## src/sv/selection_sorter_core_defines.svh

```systemverilog
// Assertion helpers for the selection sorter core
`ifndef SELECTION_SORTER_CORE_DEFINES_SVH
`define SELECTION_SORTER_CORE_DEFINES_SVH

// same-cycle implication, held off during reset
`define SSC_ASSERT_IMP(label, clk, rst_n, ante, cons) \
    label: assert property (@(posedge clk) disable iff (!rst_n) (ante) |-> (cons)) \
        else $error("selection sorter check failed");

// next-cycle implication, held off during reset
`define SSC_ASSERT_NXT(label, clk, rst_n, ante, cons) \
    label: assert property (@(posedge clk) disable iff (!rst_n) (ante) |=> (cons)) \
        else $error("selection sorter check failed");

`endif

```

## src/sv/selsort_pkg.sv

```systemverilog
package selsort_pkg;

    localparam int DEPTH_DEF = 16;

    typedef struct packed {
        logic store;
        logic rd;
        logic take_first;
        logic compare;
        logic emit;
        logic last;
        logic ovf;
    } t_dp_cmd;

    typedef struct packed {
        logic out_free;
    } t_dp_status;

endpackage

```

## src/sv/selsort_ctrl.sv

```systemverilog
`include "selection_sorter_core_defines.svh"

module selsort_ctrl
    import selsort_pkg::*;
#(
    parameter int DEPTH = DEPTH_DEF
) (
    input  logic                     i_clk,
    input  logic                     i_rst_n,
    input  logic                     i_valid,
    input  logic                     i_last_in,
    output logic                     o_stall,
    input  t_dp_status               i_status,
    output t_dp_cmd                  o_cmd,
    output logic [$clog2(DEPTH)-1:0] o_addr
);

    localparam int AW = $clog2(DEPTH);
    localparam int CW = $clog2(DEPTH + 1);

    typedef enum logic [1:0] {
        S_IDLE,
        S_FIRST,
        S_SCAN,
        S_EMIT
    } t_state;

    t_state        r_state, n_state;
    logic [CW-1:0] r_cnt, n_cnt;
    logic          r_drop, n_drop;
    logic [CW-1:0] r_n, n_n;
    logic [CW-1:0] r_i, n_i;
    logic [CW-1:0] r_j, n_j;
    logic          r_first, n_first;
    logic          accept;

    assign o_stall = (r_state != S_IDLE);
    assign accept  = i_valid && (r_state == S_IDLE);

    always_comb begin
        n_state = r_state;
        n_cnt   = r_cnt;
        n_drop  = r_drop;
        n_n     = r_n;
        n_i     = r_i;
        n_j     = r_j;
        n_first = r_first;
        o_cmd   = '0;
        o_addr  = r_cnt[AW-1:0];
        case (r_state)
            S_IDLE: begin
                if (accept) begin
                    if (r_cnt < CW'(DEPTH)) begin
                        o_cmd.store = 1'b1;
                        o_addr      = r_cnt[AW-1:0];
                        n_cnt       = CW'(r_cnt + 1'b1);
                    end else begin
                        n_drop = 1'b1;
                    end
                    if (i_last_in) begin
                        n_n     = n_cnt;
                        n_i     = '0;
                        n_state = S_FIRST;
                    end
                end
            end
            S_FIRST: begin
                o_cmd.rd = 1'b1;
                o_addr   = r_i[AW-1:0];
                n_j      = CW'(r_i + 1'b1);
                n_first  = 1'b1;
                n_state  = S_SCAN;
            end
            S_SCAN: begin
                o_cmd.take_first = r_first;
                o_cmd.compare    = !r_first;
                n_first          = 1'b0;
                if (r_j < r_n) begin
                    o_cmd.rd = 1'b1;
                    o_addr   = r_j[AW-1:0];
                    n_j      = CW'(r_j + 1'b1);
                end else begin
                    n_state = S_EMIT;
                end
            end
            S_EMIT: begin
                if (i_status.out_free) begin
                    o_cmd.emit = 1'b1;
                    o_cmd.ovf  = r_drop;
                    o_cmd.last = (CW'(r_i + 1'b1) == r_n);
                    if (o_cmd.last) begin
                        n_cnt   = '0;
                        n_drop  = 1'b0;
                        n_state = S_IDLE;
                    end else begin
                        n_i     = CW'(r_i + 1'b1);
                        n_state = S_FIRST;
                    end
                end
            end
            default: begin
                n_state = S_IDLE;
            end
        endcase
    end

    always_ff @(posedge i_clk) begin
        if (!i_rst_n) begin
            r_state <= S_IDLE;
            r_cnt   <= '0;
            r_drop  <= 1'b0;
            r_n     <= '0;
            r_i     <= '0;
            r_j     <= '0;
            r_first <= 1'b0;
        end else begin
            r_state <= n_state;
            r_cnt   <= n_cnt;
            r_drop  <= n_drop;
            r_n     <= n_n;
            r_i     <= n_i;
            r_j     <= n_j;
            r_first <= n_first;
        end
    end

    `SSC_ASSERT_IMP(a_cnt_bound, i_clk, i_rst_n, 1'b1, r_cnt <= CW'(DEPTH))
    `SSC_ASSERT_IMP(a_scan_bound, i_clk, i_rst_n, r_state == S_SCAN, r_j <= r_n && r_i < r_n)
    `SSC_ASSERT_NXT(a_list_done, i_clk, i_rst_n, o_cmd.emit && o_cmd.last,
                    r_state == S_IDLE && r_cnt == '0 && !r_drop)

endmodule

```

## src/sv/selsort_dp.sv

```systemverilog
`include "selection_sorter_core_defines.svh"

module selsort_dp
    import selsort_pkg::*;
#(
    parameter int DEPTH = DEPTH_DEF
) (
    input  logic                     i_clk,
    input  logic                     i_rst_n,
    input  logic                     i_cfg_we,
    input  logic                     i_cfg_data,
    input  logic signed [31:0]       i_key,
    input  t_dp_cmd                  i_cmd,
    input  logic [$clog2(DEPTH)-1:0] i_addr,
    output t_dp_status               o_status,
    output logic                     o_valid,
    input  logic                     i_stall,
    output logic signed [31:0]       o_sorted_key,
    output logic                     o_last_out,
    output logic                     o_overflow
);

    localparam int AW = $clog2(DEPTH);

    logic signed [31:0] mem [DEPTH];
    logic signed [31:0] r_rd_data;
    logic [AW-1:0]      r_rd_idx;
    logic signed [31:0] r_first_val;
    logic signed [31:0] r_sel_val;
    logic [AW-1:0]      r_sel_idx;
    logic               r_desc;
    logic               r_out_valid;
    logic signed [31:0] r_out_key;
    logic               r_out_last;
    logic               r_out_ovf;
    logic               wins;

    assign wins = r_desc ? (r_rd_data > r_sel_val) : (r_rd_data < r_sel_val);

    assign o_status.out_free = !r_out_valid || !i_stall;
    assign o_valid           = r_out_valid;
    assign o_sorted_key      = r_out_key;
    assign o_last_out        = r_out_last;
    assign o_overflow        = r_out_ovf;

    // key store; the swap puts the old head into the slot of the winner
    always_ff @(posedge i_clk) begin
        if (i_cmd.store) begin
            mem[i_addr] <= i_key;
        end else if (i_cmd.emit) begin
            mem[r_sel_idx] <= r_first_val;
        end
        if (i_cmd.rd) begin
            r_rd_data <= mem[i_addr];
            r_rd_idx  <= i_addr;
        end
    end

    always_ff @(posedge i_clk) begin
        if (i_cmd.take_first) begin
            r_first_val <= r_rd_data;
            r_sel_val   <= r_rd_data;
            r_sel_idx   <= r_rd_idx;
        end else if (i_cmd.compare && wins) begin
            r_sel_val <= r_rd_data;
            r_sel_idx <= r_rd_idx;
        end
        if (i_cmd.emit) begin
            r_out_key  <= r_sel_val;
            r_out_last <= i_cmd.last;
            r_out_ovf  <= i_cmd.ovf;
        end
    end

    always_ff @(posedge i_clk) begin
        if (!i_rst_n) begin
            r_desc      <= 1'b0;
            r_out_valid <= 1'b0;
        end else begin
            if (i_cfg_we) begin
                r_desc <= i_cfg_data;
            end
            if (i_cmd.emit) begin
                r_out_valid <= 1'b1;
            end else if (!i_stall) begin
                r_out_valid <= 1'b0;
            end
        end
    end

    `SSC_ASSERT_IMP(a_emit_free, i_clk, i_rst_n, i_cmd.emit, !r_out_valid || !i_stall)
    `SSC_ASSERT_NXT(a_emit_shows, i_clk, i_rst_n, i_cmd.emit, r_out_valid)
    `SSC_ASSERT_IMP(a_one_port, i_clk, i_rst_n, i_cmd.store, !i_cmd.emit && !i_cmd.rd)

endmodule

```

## src/sv/selection_sorter_core.sv

```systemverilog
// Each sort pass reads the head key, then scans the remaining stored keys with one scan
// step per cycle on the single read port of the key store, then emits the winner and
// swaps the old head into its slot, waiting while the output is stalled.
// New keys are refused (o_stall) from the marked key until the whole list is emitted.
// Synchronous active-low reset clears control, counts and the order register;
// the key store is not cleared.
module selection_sorter_core
    import selsort_pkg::*;
#(
    parameter int DEPTH = DEPTH_DEF
) (
    input  logic               i_clk,
    input  logic               i_rst_n,
    input  logic               i_cfg_we,
    input  logic               i_cfg_data,
    input  logic               i_valid,
    output logic               o_stall,
    input  logic signed [31:0] i_key,
    input  logic               i_last_in,
    output logic               o_valid,
    input  logic               i_stall,
    output logic signed [31:0] o_sorted_key,
    output logic               o_last_out,
    output logic               o_overflow
);

    localparam int AW = $clog2(DEPTH);

    t_dp_cmd       cmd;
    t_dp_status    status;
    logic [AW-1:0] addr;

    selsort_ctrl #(
        .DEPTH(DEPTH)
    ) u_ctrl (
        .i_clk    (i_clk),
        .i_rst_n  (i_rst_n),
        .i_valid  (i_valid),
        .i_last_in(i_last_in),
        .o_stall  (o_stall),
        .i_status (status),
        .o_cmd    (cmd),
        .o_addr   (addr)
    );

    selsort_dp #(
        .DEPTH(DEPTH)
    ) u_dp (
        .i_clk       (i_clk),
        .i_rst_n     (i_rst_n),
        .i_cfg_we    (i_cfg_we),
        .i_cfg_data  (i_cfg_data),
        .i_key       (i_key),
        .i_cmd       (cmd),
        .i_addr      (addr),
        .o_status    (status),
        .o_valid     (o_valid),
        .i_stall     (i_stall),
        .o_sorted_key(o_sorted_key),
        .o_last_out  (o_last_out),
        .o_overflow  (o_overflow)
    );

endmodule

```

## config.mk

```make
export PLATFORM = sky130hd
export DESIGN_NAME = selection_sorter_core
export DESIGN_NICKNAME = d
export VERILOG_FILES = /design/src/sv/selsort_pkg.sv /design/src/sv/selsort_ctrl.sv /design/src/sv/selsort_dp.sv /design/src/sv/selection_sorter_core.sv
export VERILOG_INCLUDE_DIRS = /design/src /design/src/sv
export SDC_FILE = /design/constraint.sdc
export NUM_CORES = 1
export LEC_CHECK = 0
export BUFFER_PORTS_ARGS = -buffer_cell sky130_fd_sc_hd__buf_2
export CORE_ASPECT_RATIO = 1.2
export CORE_MARGIN = 2
export CORE_UTILIZATION = 56
export CTS_CLUSTER_SIZE = 25
export DETAILED_ROUTE_END_ITERATION = 6
export GPL_ROUTABILITY_DRIVEN = 0
export GPL_TIMING_DRIVEN = 0
export PLACE_DENSITY = 0.8
export SETUP_SLACK_MARGIN = 0.05
export SLEW_MARGIN = 10
export SYNTH_ARGS = -nofsm -noshare
export SYNTH_HDL_FRONTEND = slang
export SYNTH_SLANG_ARGS = --single-unit
```

## constraint.sdc

```tcl
create_clock -name i_clk -period 6.75 [get_ports i_clk]
set_input_delay 1.35 -clock i_clk [delete_from_list [all_inputs] [get_ports i_clk]]
set_output_delay 1.35 -clock i_clk [all_outputs]
set_load 0.02 [all_outputs]
```

# After elaboration in Yosys (flattened, before gate mapping)
# Memories as Yosys holds them, arrays and structs flattened. A register that Yosys moved wholly into a read port is not among the register bits.
# Cells that the tools add are included.
[word_totals]
wordCells = 105
output_inout_bits = 36
ram_bits = 512
reg_bits = 132
memories = 1
[classes]
mux = 49
magnitude_cmp = 4
add_sub_neg = 3
n_eq_ne = 13
reduce_logical = 19
[mem_list]
columns = ["memory", "words", "word_bits", "rd", "rd_ports_with_merged_regs", "write_ports", "line_no", "text"]
rows = [
  ["u_dp.mem", 16, 32, 1, 1, 1, "selsort_dp.sv:25", "logic signed [31:0] mem [DEPTH];"],
]
[op_table]
columns = ["cell", "n"]
rows = [
  ["$mux 32", 3],
  ["$mux 5", 9],
  ["$gt 32x32->1", 1],
  ["$lt 32x32->1", 1],
  ["$reduce_or 32->1", 1],
  ["$pmux 5 s2", 3],
  ["$mux 1", 18],
  ["$mux 4", 4],
  ["$add 5x1->5 const B", 3],
  ["$mux 2", 5],
  ["$ne 2x2->1 const B", 5],
  ["$reduce_and 5->1", 2],
  ["$ne 2x1->1 const B", 4],
  ["$pmux 2 s4", 1],
  ["$pmux 4 s2", 1],
  ["$reduce_and 4->1", 2],
  ["$reduce_bool 2->1", 4],
  ["$mux 3", 2],
  ["$pmux 1 s2", 3],
  ["$eq 5x5->1", 1],
  ["$lt 5x5->1", 1],
  ["$lt 5x5->1 const B", 1],
  ["$eq 2x2->1 const B", 2],
  ["$reduce_and 2->1", 2],
  ["6 further kinds", 9],
]

# Longest topological paths before layout
[logic_depth]
ltp_word = 9
mapped_depth = 13

# By module
# From an unflattened synthesis, not the netlist that was laid out.
[unflattened]
hier_cells = 1262
area_unflattened_um2 = 26560.5
[by_module_without_submodules]
columns = ["module", "area_per_inst_um2", "cells_per_inst", "n_inst"]
rows = [
  ["selsort_dp", 24853.8, 1050, 1],
  ["selsort_ctrl", 1706.6, 212, 1],
]

# Worst setup path before layout
# Ideal clock, no wire load.
[synth_path]
path_kind = "reg-to-reg"
start = "reg u_dp.r_rd_data[21], read port of u_dp.mem"
end = "reg u_dp.r_sel_idx[0], enable pin"
period_less_slack_ps = 6746
n_path_buf = 0
path_stages_with_launch = 9
arrival_time_ps = 6191
setup_time_ps = 555
path_slack_ps = 4
cell_sequence = "edfxtp_1 ha_1 a21o_1 a21o_1 a221o_1 a221oi_1 o2bb2ai_1 or2_2 o311ai_0"
[synth_between]
elab_chain_len = 4
word_cells_on_any_way = 5
cone_classes = "2 x order compare; 1 x mux; 2 x reduce/logical"
[synth_lines]
columns = ["item", "line_no", "text"]
rows = [
  ["start, declared", "selsort_dp.sv:26", "logic signed [31:0] r_rd_data;"],
  ["$lt 32x32->1 or $gt 32x32->1 (tied branches)", "selsort_dp.sv:38", "assign wins = r_desc ? (r_rd_data > r_sel_val) : (r_rd_data < r_sel_val);"],
  ["$mux 1 *", "selsort_dp.sv:38", ""],
  ["$logic_and 1x1->1 *", "selsort_dp.sv:64", "end else if (i_cmd.compare && wins) begin"],
  ["$reduce_bool 2->1 (no line) *", "n/a", ""],
  ["end signal, assigned", "selsort_dp.sv:63", "r_sel_idx <= r_rd_idx;"],
  ["end signal, assigned", "selsort_dp.sv:66", "r_sel_idx <= r_rd_idx;"],
  ["end, declared", "selsort_dp.sv:30", "logic [AW-1:0] r_sel_idx;"],
]
# Mark *: on every way between the ends. The rest lies on a longest branch, timed or not.
# A chain may end at the register's enable or synchronous reset.

# Worst setup path after layout
[layout_path]
start = "reg u_ctrl.r_state[0]"
end = "mem u_dp.mem[2][19], enable pin"
[layout_between]
elab_chain_len = 8
word_cells_on_any_way = 17
cone_classes = "3 x eq/ne; 11 x mux; 3 x reduce/logical"
[layout_lines]
columns = ["item", "line_no", "text"]
rows = [
  ["start, declared", "selsort_ctrl.sv:28", "t_state r_state, n_state;"],
  ["start signal, assigned", "selsort_ctrl.sv:117", "r_state <= n_state;"],
  ["$logic_not 2->1", "selsort_ctrl.sv:38, selsort_ctrl.sv:50", ""],
  ["$logic_and 1x1->1", "selsort_ctrl.sv:38", "assign accept = i_valid && (r_state == S_IDLE);"],
  ["$mux 1", "selsort_ctrl.sv:52", "if (accept) begin"],
  ["$mux 1", "selsort_ctrl.sv:50", "case (r_state)"],
  ["$mux 1", "selsort_dp.sv:48", "if (i_cmd.store) begin"],
  ["$mux 1 (implied by the code)", "selsort_dp.sv:51", "mem[r_sel_idx] <= r_first_val;"],
  ["$reduce_or 32->1 (no line)", "n/a", ""],
  ["$mux 4 (no line) or $mux 1 (tied branches)", "n/a", ""],
  ["end, declared", "selsort_dp.sv:25", ""],
]
# Several ways; a longest one is shown, not always the timed one.

==> reports/qor.txt <==
Status: complete, but fails checks
Failing checks: design-rule violations
Layout cells sized above 1: 13.6%
Clk buf depth: 3
Power share of the clock group: 30.1%
#FFs+latches synth: 676
Sequential power share: 47.9%
Initial core utilization: 56.6%
RSZ-0062 raised after global routing: false
CTS root buf: clkbuf_16
PwrDens: 363 mW/mm2
Rel. slew slack: 24.8%
Fmax: 224 MHz
Crit path time final: 4470 ps
Post-route insts no fill: 2,418
Largest net degree at the start of global routing: 36
P_int: 7820 uW
Final ANT Viol Nets: 0
Total Routing Usage GR: 25.7%
FF-to-FF Start: u_ctrl.r_state[0]
Worst Tran Pin Value: 1130 ps
Wire length on met2: 31.4 mm
DRC Markers: 1
Initial antenna violation count: 1
Worst R2R End: u_dp.mem[2][19]
Antenna diode count: 0
Worst Setup Start Kind: flip-flop
Worst hold start: u_dp.r_rd_idx[3]
Top post-synthesis cells by area: edfxtp_1 (73%), mux2i_1 (9.7%), o22ai_1 (3.0%), ha_1 (2.1%), dfxtp_1 (2.0%)
Most frequent cells in the layout: edfxtp_1 (650), mux2i_1 (259), o22ai_1 (129)
CTS tree: built
# Max-Cap Violations: 0
Number of global-route vias before repair: 15,600
Asr flop ratio synth: 0%
Wirelength per Cell: 26.3 um
Slew Limit Fails: 0
Seq/Total Area, Yosys: 75.3%
Pleak: 0.0116 uW
Final setup violating endpoints: 0
Count of port buffers added during placement: 74
Synth Instances: 1,601
Design Area, Final: 0.0302 mm2
Gate power share: 22.0%
Pwr Total: 10,900 uW
Worst-skew pair later-pin latency: 600 ps
Share of the synthesized area in the top cell type: 73.3%
R2R setup slack: 2280 ps
Die ar.: 0.0493 mm2
Hold Crit Class: flip-flop to flip-flop
Congestion Overflow GR: 0
Hold Crit Depth: 0
DR iter-0 viols: 1,833
Num Clock Sinks: 676
Via density: 6.29
CP endpoint kind: flip-flop
DR top layer: met4
Die Height: 243 um
Hold EP: u_dp.r_sel_idx[3]
Row Count: 87
Syn nets: 1,684
Layout area overhead: 13.3%
Syn Area/Cell: 16.6 um2
Ports: 75
Critical Path AT: 4760 ps
WS Path Type: flip-flop to flip-flop
First-pass GRT wire length: 93.3 mm
P_sw: 3120 uW
Hpwl dp: 40.3 mm
Post-cts sizing count: 0
H-Tree Depth: 2
R2R depth: 12
Switch share: 28.5%
Commonest non-fill, non-tap cell in the layout: edfxtp_1
EDFF count, synth: 650
Die Wd: 203 um
Nets: 1,838
Core Area: 0.0470 mm2
Clock Skews: 12.1 ps
Post-CTS setup buffer count: 0
Critical Path Fanout Max: 17
TritonRoute pass-1 iters: 7
Clk slew on worst S/H paths: 60 ps
Hold bufs inserted after CTS: 0
Via count: 15,200
Ys Warns: 0
CP required: 7050 ps
Final hold viol count: 0
Fin crit share: 66.2%
TritonCTS Buffers: 58
Detailed Route WL: 63.5 mm
Area after DPL: 0.0283 mm2
Max IR drop VDD: 0.275 mV
M1 wire length: 22.8 mm
Mapped Area: 0.0266 mm2
Unique masters post-synth: 60
Main synth FF type: edfxtp_1
Final hold slack: 423 ps
Met3 wire length: 6.17 mm
Leading area contributor after synthesis: edfxtp_1
Placed Cells incl. Taps: 2,318
## final cells by class
cell class	instances	area, um2
Timing Repair Buffer	94	776
Clock inverter	28	277
Multi-Input combinational cell	806	6210
Fill cell	3115	16900
Clock buffer	72	1570
Tap cell	623	779
Buffer	68	329
Sequential cell	676	20000
Inverter	51	191
## how the worst max path moves through the flow
| stage | to | cells past startpoint | slack [ps] | startpoint |
|---|---|---|---|---|
| 2_1_floorplan | u_dp.r_sel_idx[0] | 8 | 1520 | u_dp.r_rd_data[21] |
| 3_3_place_gp | u_dp.mem[0][19] | 9 | -750 | i_stall |
| 3_5_place_dp | u_dp.mem[2][19] | 10 | 1770 | i_stall |
| 4_1_cts | u_dp.mem[10][16] | 12 | 2330 | u_ctrl.r_state[0] |
| 5_1_grt | u_dp.mem[8][10] | 11 | 2130 | u_ctrl.r_state[0] |
| 6_report | u_dp.mem[2][19] | 12 | 2280 | u_ctrl.r_state[0] |
## Yosys cell counts (all sizes together) (8+ instances only)
library cell / count
inv: 51
o22ai: 129
nand3: 16
buf: 41
edfxtp: 650
mux2i: 259
a211oi: 8
a31oi: 8
dfxtp: 26
or4: 35
a21o: 8
o21ai: 16
a21oi: 28
ha: 44
nand2: 119
nor2: 61
clkbuf: 27
## power by group through the flow
stage,combinational [uW],clock [uW],sequential (uW)
2_1_floorplan,1590,0,5270
3_3_place_gp,2200,0,5330
3_5_place_dp,2370,0,5320
4_1_cts,2390,3290,5230
5_1_grt,2560,3440,5260
6_report,2410,3290,5240
## state kept, by name, indices dropped and copies added, names as in the netlist
name / count
u_ctrl.r_drop: 1
u_ctrl.r_i: 5
u_ctrl.r_cnt: 5
u_dp.r_sel_val: 32
u_dp.o_valid: 1
u_dp.r_rd_idx: 4
u_dp.o_last_out: 1
u_dp.o_sorted_key: 32
u_ctrl.r_first: 1
u_ctrl.r_n: 5
u_dp.r_rd_data: 32
u_ctrl.r_j: 5
u_dp.r_sel_idx: 4
u_dp.mem: 512
u_dp.r_first_val: 32
u_dp.r_desc: 1
u_ctrl.r_state: 2
u_dp.o_overflow: 1
## metrics by stage
step                      setup TNS [ps]  setup slack (ps)  util (%)
final                                  0              2280      64.1
after global routing                   0              2130      64.1
after CTS                              0              2330      64.1
after detailed placement               0              1770      60.2
after global placement           -196730              -745      59.1
after floorplan                        0              1520         -
## cell families (layout without fill, tap and decap cells)
family | count (synthesis) | in the layout | synth area share [%]
xor gates and xnor gates | 11 | 11 | 0.522
adders and majority gates | 44 | 44 | 2.07
DFF | 676 | 676 | 75.3
AOI/OAI and AO/OA | 226 | 226 | 5.71
muxes | 259 | 259 | 9.74
buffers and inverters | 119 | 313 | 1.95
and+or+nand+nor | 266 | 266 | 4.75
## worst max-delay path, cell delays in order (launching register included)
cell,delay (ps)
dfxtp_1,390
inv_1,120
ha_1,210
buf_4,170
a21bo_1,220
a22oi_1,190
o221a_2,220
buf_6,140
buf_2,230
clkbuf_1,650
a31oi_1,540
nor2_4,790
buf_12,270
## routing by layer
metal | vias up | track usage [%]
met1 | 7589 | 32.4
li1 | 6563 | -
met2 | 866 | 43.4
met5 | - | 0
met3 | 203 | 4.22
met4 | 0 | 12.5
Power figures use the tool's default switching activity.
